===== src/hw/rtl/lcg_pkg.sv =====
package lcg_pkg;

  // Default datapath width of generated values
  localparam int unsigned VALUE_WIDTH_DEF = 64;

  // Configuration port geometry
  localparam int unsigned CFG_DATA_W = 64;
  localparam int unsigned CFG_IDX_W  = 8;

  // Sequence length counter width
  localparam int unsigned RUN_W = 32;

  // Register indexes of the configuration port
  typedef enum logic [CFG_IDX_W-1:0] {
    CFG_MULTIPLIER = 8'd0,
    CFG_INCREMENT  = 8'd1,
    CFG_MODULUS    = 8'd2,
    CFG_SEED       = 8'd3,
    CFG_RUN_LENGTH = 8'd4
  } cfg_reg_e;

  // Status from the arithmetic core to the top level
  typedef struct packed {
    logic busy;  // core holds a word in progress
    logic done;  // result ready to be taken
  } core_stat_t;

endpackage


===== src/hw/rtl/lcg_addsub.sv =====
module lcg_addsub #(
  parameter int unsigned VALUE_WIDTH = 64
) (
  input  logic [VALUE_WIDTH:0]   op_a_i,
  input  logic [VALUE_WIDTH:0]   op_b_i,
  input  logic                   sub_i,
  output logic [VALUE_WIDTH+1:0] res_o
);

  logic [VALUE_WIDTH+1:0] ext_a;
  logic [VALUE_WIDTH+1:0] ext_b;

  assign ext_a = {1'b0, op_a_i};
  assign ext_b = {1'b0, op_b_i};

  // Shared adder; top bit is carry on add, borrow on subtract
  assign res_o = sub_i ? (ext_a - ext_b) : (ext_a + ext_b);

endmodule


===== src/hw/rtl/lcg_core.sv =====
module lcg_core import lcg_pkg::*; #(
  parameter int unsigned VALUE_WIDTH = VALUE_WIDTH_DEF
) (
  input  logic                   clk_i,
  input  logic                   rst_ni,
  input  logic                   start_i,
  input  logic [VALUE_WIDTH-1:0] x_i,
  input  logic [VALUE_WIDTH-1:0] a_i,
  input  logic [VALUE_WIDTH-1:0] c_i,
  input  logic [VALUE_WIDTH-1:0] m_i,
  input  logic                   take_i,
  output core_stat_t             stat_o,
  output logic [VALUE_WIDTH-1:0] result_o
);

  localparam int unsigned W    = VALUE_WIDTH;
  localparam int unsigned CntW = $clog2(2 * W);

  typedef enum logic [3:0] {
    ST_IDLE = 4'b0001,
    ST_MUL  = 4'b0010,
    ST_RED  = 4'b0100,
    ST_DONE = 4'b1000
  } state_e;

  state_e          state_q, state_d;
  logic [CntW-1:0] cnt_q, cnt_d;
  logic [2*W:0]    prod_q, prod_d;
  logic [W-1:0]    res_q, res_d;

  logic [W:0]      op_a, op_b;
  logic            op_sub;
  logic [W+1:0]    alu_res;
  logic [W:0]      rem_t;

  // Partial remainder with the next product bit shifted in
  assign rem_t = {res_q, prod_q[2*W-1]};

  // Operand select for the shared adder
  always_comb begin
    op_a   = prod_q[2*W:W];
    op_b   = {1'b0, a_i};
    op_sub = 1'b0;
    if (state_q == ST_RED) begin
      op_a   = rem_t;
      op_b   = {1'b0, m_i};
      op_sub = 1'b1;
    end
  end

  lcg_addsub #(
    .VALUE_WIDTH(W)
  ) u_addsub (
    .op_a_i(op_a),
    .op_b_i(op_b),
    .sub_i (op_sub),
    .res_o (alu_res)
  );

  // Sequencer: shift-add multiply, then restoring reduction or, for a zero modulus, plain wrap
  always_comb begin
    state_d = state_q;
    cnt_d   = cnt_q;
    prod_d  = prod_q;
    res_d   = res_q;
    case (state_q)
      ST_IDLE: begin
        if (start_i) begin
          // increment preloaded in the high half lands as the addend
          prod_d  = {1'b0, c_i, x_i};
          res_d   = '0;
          cnt_d   = '0;
          state_d = ST_MUL;
        end
      end
      ST_MUL: begin
        prod_d = prod_q[0] ? {1'b0, alu_res[W:0], prod_q[W-1:1]}
                           : {1'b0, prod_q[2*W:1]};
        cnt_d  = cnt_q + 1'b1;
        if (cnt_q == CntW'(W - 1)) begin
          cnt_d   = '0;
          state_d = ST_RED;
        end
      end
      ST_RED: begin
        if (m_i == '0) begin
          // zero modulus means plain wrap at the value width
          res_d   = prod_q[W-1:0];
          state_d = ST_DONE;
        end else begin
          if (!alu_res[W+1]) begin
            res_d = alu_res[W-1:0];
          end else begin
            res_d = rem_t[W-1:0];
          end
          prod_d = {prod_q[2*W-1:0], 1'b0};
          cnt_d  = cnt_q + 1'b1;
          if (cnt_q == CntW'(2 * W - 1)) begin
            cnt_d   = '0;
            state_d = ST_DONE;
          end
        end
      end
      ST_DONE: begin
        if (take_i) begin
          state_d = ST_IDLE;
        end
      end
      default: begin
        state_d = ST_IDLE;
      end
    endcase
  end

  always_ff @(posedge clk_i or negedge rst_ni) begin
    if (!rst_ni) begin
      state_q <= ST_IDLE;
      cnt_q   <= '0;
    end else begin
      state_q <= state_d;
      cnt_q   <= cnt_d;
    end
  end

  // Datapath registers, no reset needed
  always_ff @(posedge clk_i) begin
    prod_q <= prod_d;
    res_q  <= res_d;
  end

  assign stat_o.busy = (state_q != ST_IDLE);
  assign stat_o.done = (state_q == ST_DONE);
  assign result_o    = res_q;

endmodule


===== src/hw/rtl/lcg_sequence_generator.sv =====
// LCG sequence generator: x' = (a*x + c) mod m over an exact double-width
// product, with a sequence length counter.
//
// Channels: the input channel (in_valid_i/in_ready_o) carries one word, the
// restart bit, per requested value. The output channel (out_valid_o/
// out_ready_i) returns next_value_o and last_o, one word per request. The
// configuration channel (cfg_valid_i/cfg_ready_o) writes multiplier,
// increment, modulus, seed and run length by index; it is always ready and
// should only be used while no request is outstanding.
//
// Sequencing: the result reaches the output register after the multiply and
// the reduction; a new request is taken only once the core has passed its
// result on to the output register. The shared adder is used once per cycle:
// VALUE_WIDTH shift-add steps, then 2*VALUE_WIDTH restoring reduction steps.
// A zero modulus skips the reduction.
//
// Reset sets the config and sequence registers to defaults (modulus and run length 1,
// others 0) and starts a new sequence on the first request. If the receiver
// stalls, the result holds in the output register; the next request may be
// accepted and computed, then waits in the core until the register frees.
module lcg_sequence_generator import lcg_pkg::*; #(
  parameter int unsigned VALUE_WIDTH = VALUE_WIDTH_DEF
) (
  input  logic                   clk_i,
  input  logic                   rst_ni,
  input  logic                   in_valid_i,
  output logic                   in_ready_o,
  input  logic                   restart_i,
  output logic                   out_valid_o,
  input  logic                   out_ready_i,
  output logic [VALUE_WIDTH-1:0] next_value_o,
  output logic                   last_o,
  input  logic                   cfg_valid_i,
  output logic                   cfg_ready_o,
  input  logic [CFG_IDX_W-1:0]   cfg_index_i,
  input  logic [CFG_DATA_W-1:0]  cfg_data_i
);

  localparam int unsigned W = VALUE_WIDTH;

  logic [W-1:0]     mult_q, inc_q, mod_q, seed_q;
  logic [RUN_W-1:0] run_len_q;
  logic [W-1:0]     cur_q;
  logic [RUN_W-1:0] count_q, count_d;
  logic             last_pend_q;
  logic             out_valid_q;
  logic [W-1:0]     out_value_q;
  logic             out_last_q;

  logic             in_fire;
  logic             seq_start;
  logic [RUN_W-1:0] count_base, count_nxt;
  logic             is_last;
  logic [W-1:0]     core_x;
  logic             core_take;
  core_stat_t       core_stat;
  logic [W-1:0]     core_result;

  assign cfg_ready_o = 1'b1;
  assign in_ready_o  = !core_stat.busy;
  assign in_fire     = in_valid_i && in_ready_o;

  // Configuration registers
  always_ff @(posedge clk_i or negedge rst_ni) begin
    if (!rst_ni) begin
      mult_q    <= '0;
      inc_q     <= '0;
      mod_q     <= W'(1);
      seed_q    <= '0;
      run_len_q <= RUN_W'(1);
    end else if (cfg_valid_i) begin
      case (cfg_index_i)
        CFG_MULTIPLIER: mult_q    <= cfg_data_i[W-1:0];
        CFG_INCREMENT:  inc_q     <= cfg_data_i[W-1:0];
        CFG_MODULUS:    mod_q     <= cfg_data_i[W-1:0];
        CFG_SEED:       seed_q    <= cfg_data_i[W-1:0];
        CFG_RUN_LENGTH: run_len_q <= cfg_data_i[RUN_W-1:0];
        default: ;
      endcase
    end
  end

  // Sequence position; a zero length acts as one
  assign seq_start  = restart_i || (count_q == '0);
  assign count_base = seq_start ? '0 : count_q;
  assign count_nxt  = count_base + 1'b1;
  assign is_last    = (count_nxt >= run_len_q) || (count_nxt == '0);
  assign count_d    = is_last ? '0 : count_nxt;
  assign core_x     = seq_start ? seed_q : cur_q;

  // Result moves to the output register once it is free
  assign core_take = core_stat.done && (!out_valid_q || out_ready_i);

  lcg_core #(
    .VALUE_WIDTH(W)
  ) u_core (
    .clk_i   (clk_i),
    .rst_ni  (rst_ni),
    .start_i (in_fire),
    .x_i     (core_x),
    .a_i     (mult_q),
    .c_i     (inc_q),
    .m_i     (mod_q),
    .take_i  (core_take),
    .stat_o  (core_stat),
    .result_o(core_result)
  );

  // Sequence state and output valid
  always_ff @(posedge clk_i or negedge rst_ni) begin
    if (!rst_ni) begin
      count_q     <= '0;
      cur_q       <= '0;
      last_pend_q <= 1'b0;
      out_valid_q <= 1'b0;
    end else begin
      if (in_fire) begin
        count_q     <= count_d;
        last_pend_q <= is_last;
      end
      if (core_take) begin
        cur_q       <= core_result;
        out_valid_q <= 1'b1;
      end else if (out_ready_i) begin
        out_valid_q <= 1'b0;
      end
    end
  end

  // Output payload
  always_ff @(posedge clk_i) begin
    if (core_take) begin
      out_value_q <= core_result;
      out_last_q  <= last_pend_q;
    end
  end

  assign out_valid_o  = out_valid_q;
  assign next_value_o = out_value_q;
  assign last_o       = out_last_q;

endmodule


===== config.mk =====
export PLATFORM = sky130hd
export DESIGN_NAME = lcg_sequence_generator
export DESIGN_NICKNAME = d
export VERILOG_FILES = /design/src/hw/rtl/lcg_pkg.sv /design/src/hw/rtl/lcg_addsub.sv /design/src/hw/rtl/lcg_core.sv /design/src/hw/rtl/lcg_sequence_generator.sv
export SDC_FILE = /design/constraint.sdc
export NUM_CORES = 1
export LEC_CHECK = 0
export BUFFER_PORTS_ARGS = -buffer_cell sky130_fd_sc_hd__buf_2
export CORE_MARGIN = 2
export CORE_UTILIZATION = 50
export DETAILED_ROUTE_END_ITERATION = 16
export PLACE_DENSITY = 0.67
export SKIP_CTS_REPAIR_TIMING = 1
export SYNTH_ARGS = -nofsm -noshare
export SYNTH_HDL_FRONTEND = slang
export SYNTH_HIERARCHICAL = 1
export SYNTH_SLANG_ARGS = --single-unit

===== constraint.sdc =====
create_clock -name clk_i -period 9.63 [get_ports clk_i]
set_input_delay 0.4815 -clock clk_i [delete_from_list [all_inputs] [get_ports clk_i]]
set_output_delay 0.4815 -clock clk_i [all_outputs]
set_load 0.1 [all_outputs]

==> results.cfg <==
[logic_synthesis]
yosysUniqueCellTypes = 95
synth_warnings = 6
synthTopCellsByArea = dfrtp_1, edfxtp_1, mux2_2, nand2_1, mux2i_1
synth-adder-area-share = 0.0346
synth-seq-cells = 655
synth-edff-count = 258
synth_area_mm2 = 0.0371
syn_avg_cell_area_um2 = 10.1
synth_most_common_cell = nand2_1
synthCells = 3659
yosysTopAreaCell = dfrtp_1
synthArstFlopShare = 0.606
synthTopCellsByCount = nand2_1, dfrtp_1, mux2_2
synthSimpleGateAreaFrac = 0.156
synth-main-ff-cell = dfrtp_1
synth.top_cell.area_share = 0.266
yosysSeqAreaShare = 0.477
synthMuxAreaShare = 0.143
synth-xor-area-share = 0.0359
synth_compound_area_frac = 0.119
synth_top_family_by_area = simple AND/OR/NAND/NOR gates

[timing]
rsz0062_at_grt = no
slew_headroom = 0.224
drv_slew = 0
fin_crit_sh = 0.888
setup_ws_ns = 1.08
hold_viol_final = 0
whs_ns = 0.137
worstMarginPinSlew_ns = 1.16
fin_tns_setup_ns = 0
fin_crit_ns = 8.55
max_freq_mhz = 117
setup_viol = 0
skew_ns = 0.0195

[power_and_ir_drop]
ir_drop_mv = 0.156
leakagePower_nw = 18.7
cellPowerDensity_mw_per_mm2 = 248
finalPower_mw = 10.1

[cells_and_area]
fin_nets = 3861
nFillCells = 6418
final_cell_count_no_fill = 4700
utilization = 0.558
drive_gt1_frac = 0.185
final_cell_area_mm2 = 0.0409
area_growth_pct = 10.1

[setup_path]
worstSetupEndpointType = flop
critical_path_required_ns = 9.96
cp-startpoint = u_core/state_q[1]
worst_path_largest_cell_delay_ns = 0.85
crit_arrival_ns = 8.88
cp_max_fo = 45
crit_type = reg2reg
r2r-start = u_core/state_q[1]
cp_slowest_cell = or3_4
cp-start-kind = flop

[routing]
via_per_inst = 6.02
wl_per_cell_um = 22.3
wl_mm = 105
drtAntennaViolNets = 0
drc = 0
dr.first_iter.drc_count = 2417
dr.pass1.iters = 6
vias = 28300

[placement]
pre_cts_slack_ns = 1.14
place_area_mm2 = 0.0384
port_buffers = 144
dp_hpwl_mm = 71.3
dp_cells = 4564
place.gp.congestion = 0.949

[global_routing]
grt_max_degree = 141
antenna_found_initial = 3
grt-ovfl-total = 0
busiest_layer = met2
grt_pass1_vias = 27400
grtUsageMet3 = 0.0391
grt_usage = 0.269
grtUsageMet1 = 0.389
grt_pass1_wl_mm = 163
grtUsageMet2 = 0.421

[clock_network]
clkTransAtPathRegs_ns = 0.06
clk_latency_ns = 0.63
cts_root_buf = clkbuf_16
numCtsBuffers = 73
tritoncts = built
cts_buffer_depth = 3
htree_num_levels = 3
cts_num_sinks = 655

[floorplan]
ioPinCount = 146
die_h_um = 276
initial_core_util = 0.507
dieArea_mm2 = 0.0764
std_cell_rows = 99
core_mm2 = 0.0732
die_w_um = 276

[worst_hold_path]
hold_class = in2reg
hold_start = cfg_data_i[54]

[run_status]
status = completed

[job]
cap_viol_max_count = 0
==> state kept, by name, indices dropped and copies added, names as in the netlist <==
register	count
last_pend_q	1
mult_q	64
count_q	32
run_len_q	32
u_core/prod_q	129
cur_q	64
inc_q	64
mod_q	64
seed_q	64
u_core/state_q	4
last_o	1
out_valid_o	1
next_value_o	64
u_core/cnt_q	7
u_core/result_o	64
==> report_power, final <==
group	leakage, nW	internal (mW)	switching [mW]
registers	7.92	3.37	0.310
clock network	1.17	1.68	1.16
logic	9.58	1.23	2.37
total	18.7	6.29	3.84
==> placed cells by master, fill, tap and decap left out, drive strengths merged, types with 18 or more instances in the layout <==
| cell | n |
|---|---|
| mux2 | 353 |
| buf | 178 |
| nand2b | 19 |
| clkbuf | 111 |
| a21o | 49 |
| nor4 | 54 |
| a211oi | 74 |
| nand2 | 793 |
| edfxtp | 258 |
| xnor2 | 112 |
| a221o | 69 |
| dfrtp | 394 |
| nor2 | 262 |
| nor3 | 32 |
| o21ai | 69 |
| nand3 | 37 |
| nand4 | 48 |
| a22oi | 67 |
| ha | 101 |
| inv | 87 |
| xor2 | 40 |
| a21oi | 140 |
| and3 | 18 |
| a31oi | 29 |
| mux2i | 132 |
==> layer usage <==
metal	vias to the layer above	share of wire
li1	13200	-
met1	14100	0.46
met2	879	0.45
met3	147	0.059
met4	0	0.026
met5	-	0
==> worst max-delay path, delay by kind of cell, from the launching register on <==
family / cells / cell delay, ns
and+or+nand+nor: 10 / 4.24
xor gates and xnor gates: 1 / 0.16
buffers and inverters: 2 / 0.73
AOI/OAI and AO/OA: 10 / 1.98
adders and majority gates: 1 / 0.39
DFF: 1 / 0.45
muxes: 1 / 0.23
==> final cells by class <==
cell class / instances / area, um2 / area share
diodes: 1 / 2.50 / 0.0000613
repair buffers: 179 / 1010 / 0.0247
well taps: 959 / 1200 / 0.0294
clock inverters: 23 / 260 / 0.00637
clock buffers: 111 / 2150 / 0.0527
inverters: 84 / 329 / 0.00806
multi-input cells: 2688 / 18200 / 0.446
flip-flops and latches: 655 / 17700 / 0.433
==> logic make-up after synthesis <==
logic type / count (synthesis)
AND/OR/NAND/NOR: 1337
flip-flops: 655
AO/OA/AOI/OAI: 609
multiplexers: 485
buffers and inverters: 317
XOR/XNOR: 152
adder cells (fa/ha/maj): 102
other: 2
==> final timing paths <==
check / end / slack [ns] / cells past startpoint
max reg2reg: u_core/result_o[26] / 1.08 / 25
min in group asynchronous: count_q[24] / 0.48 / 2
min: inc_q[54] / 0.14 / 2
max in group asynchronous: inc_q[47] / 7.10 / 4
min reg2reg: last_o / 0.48 / 0
max: u_core/result_o[26] / 1.08 / 25
(Power assumes the default switching activity.)
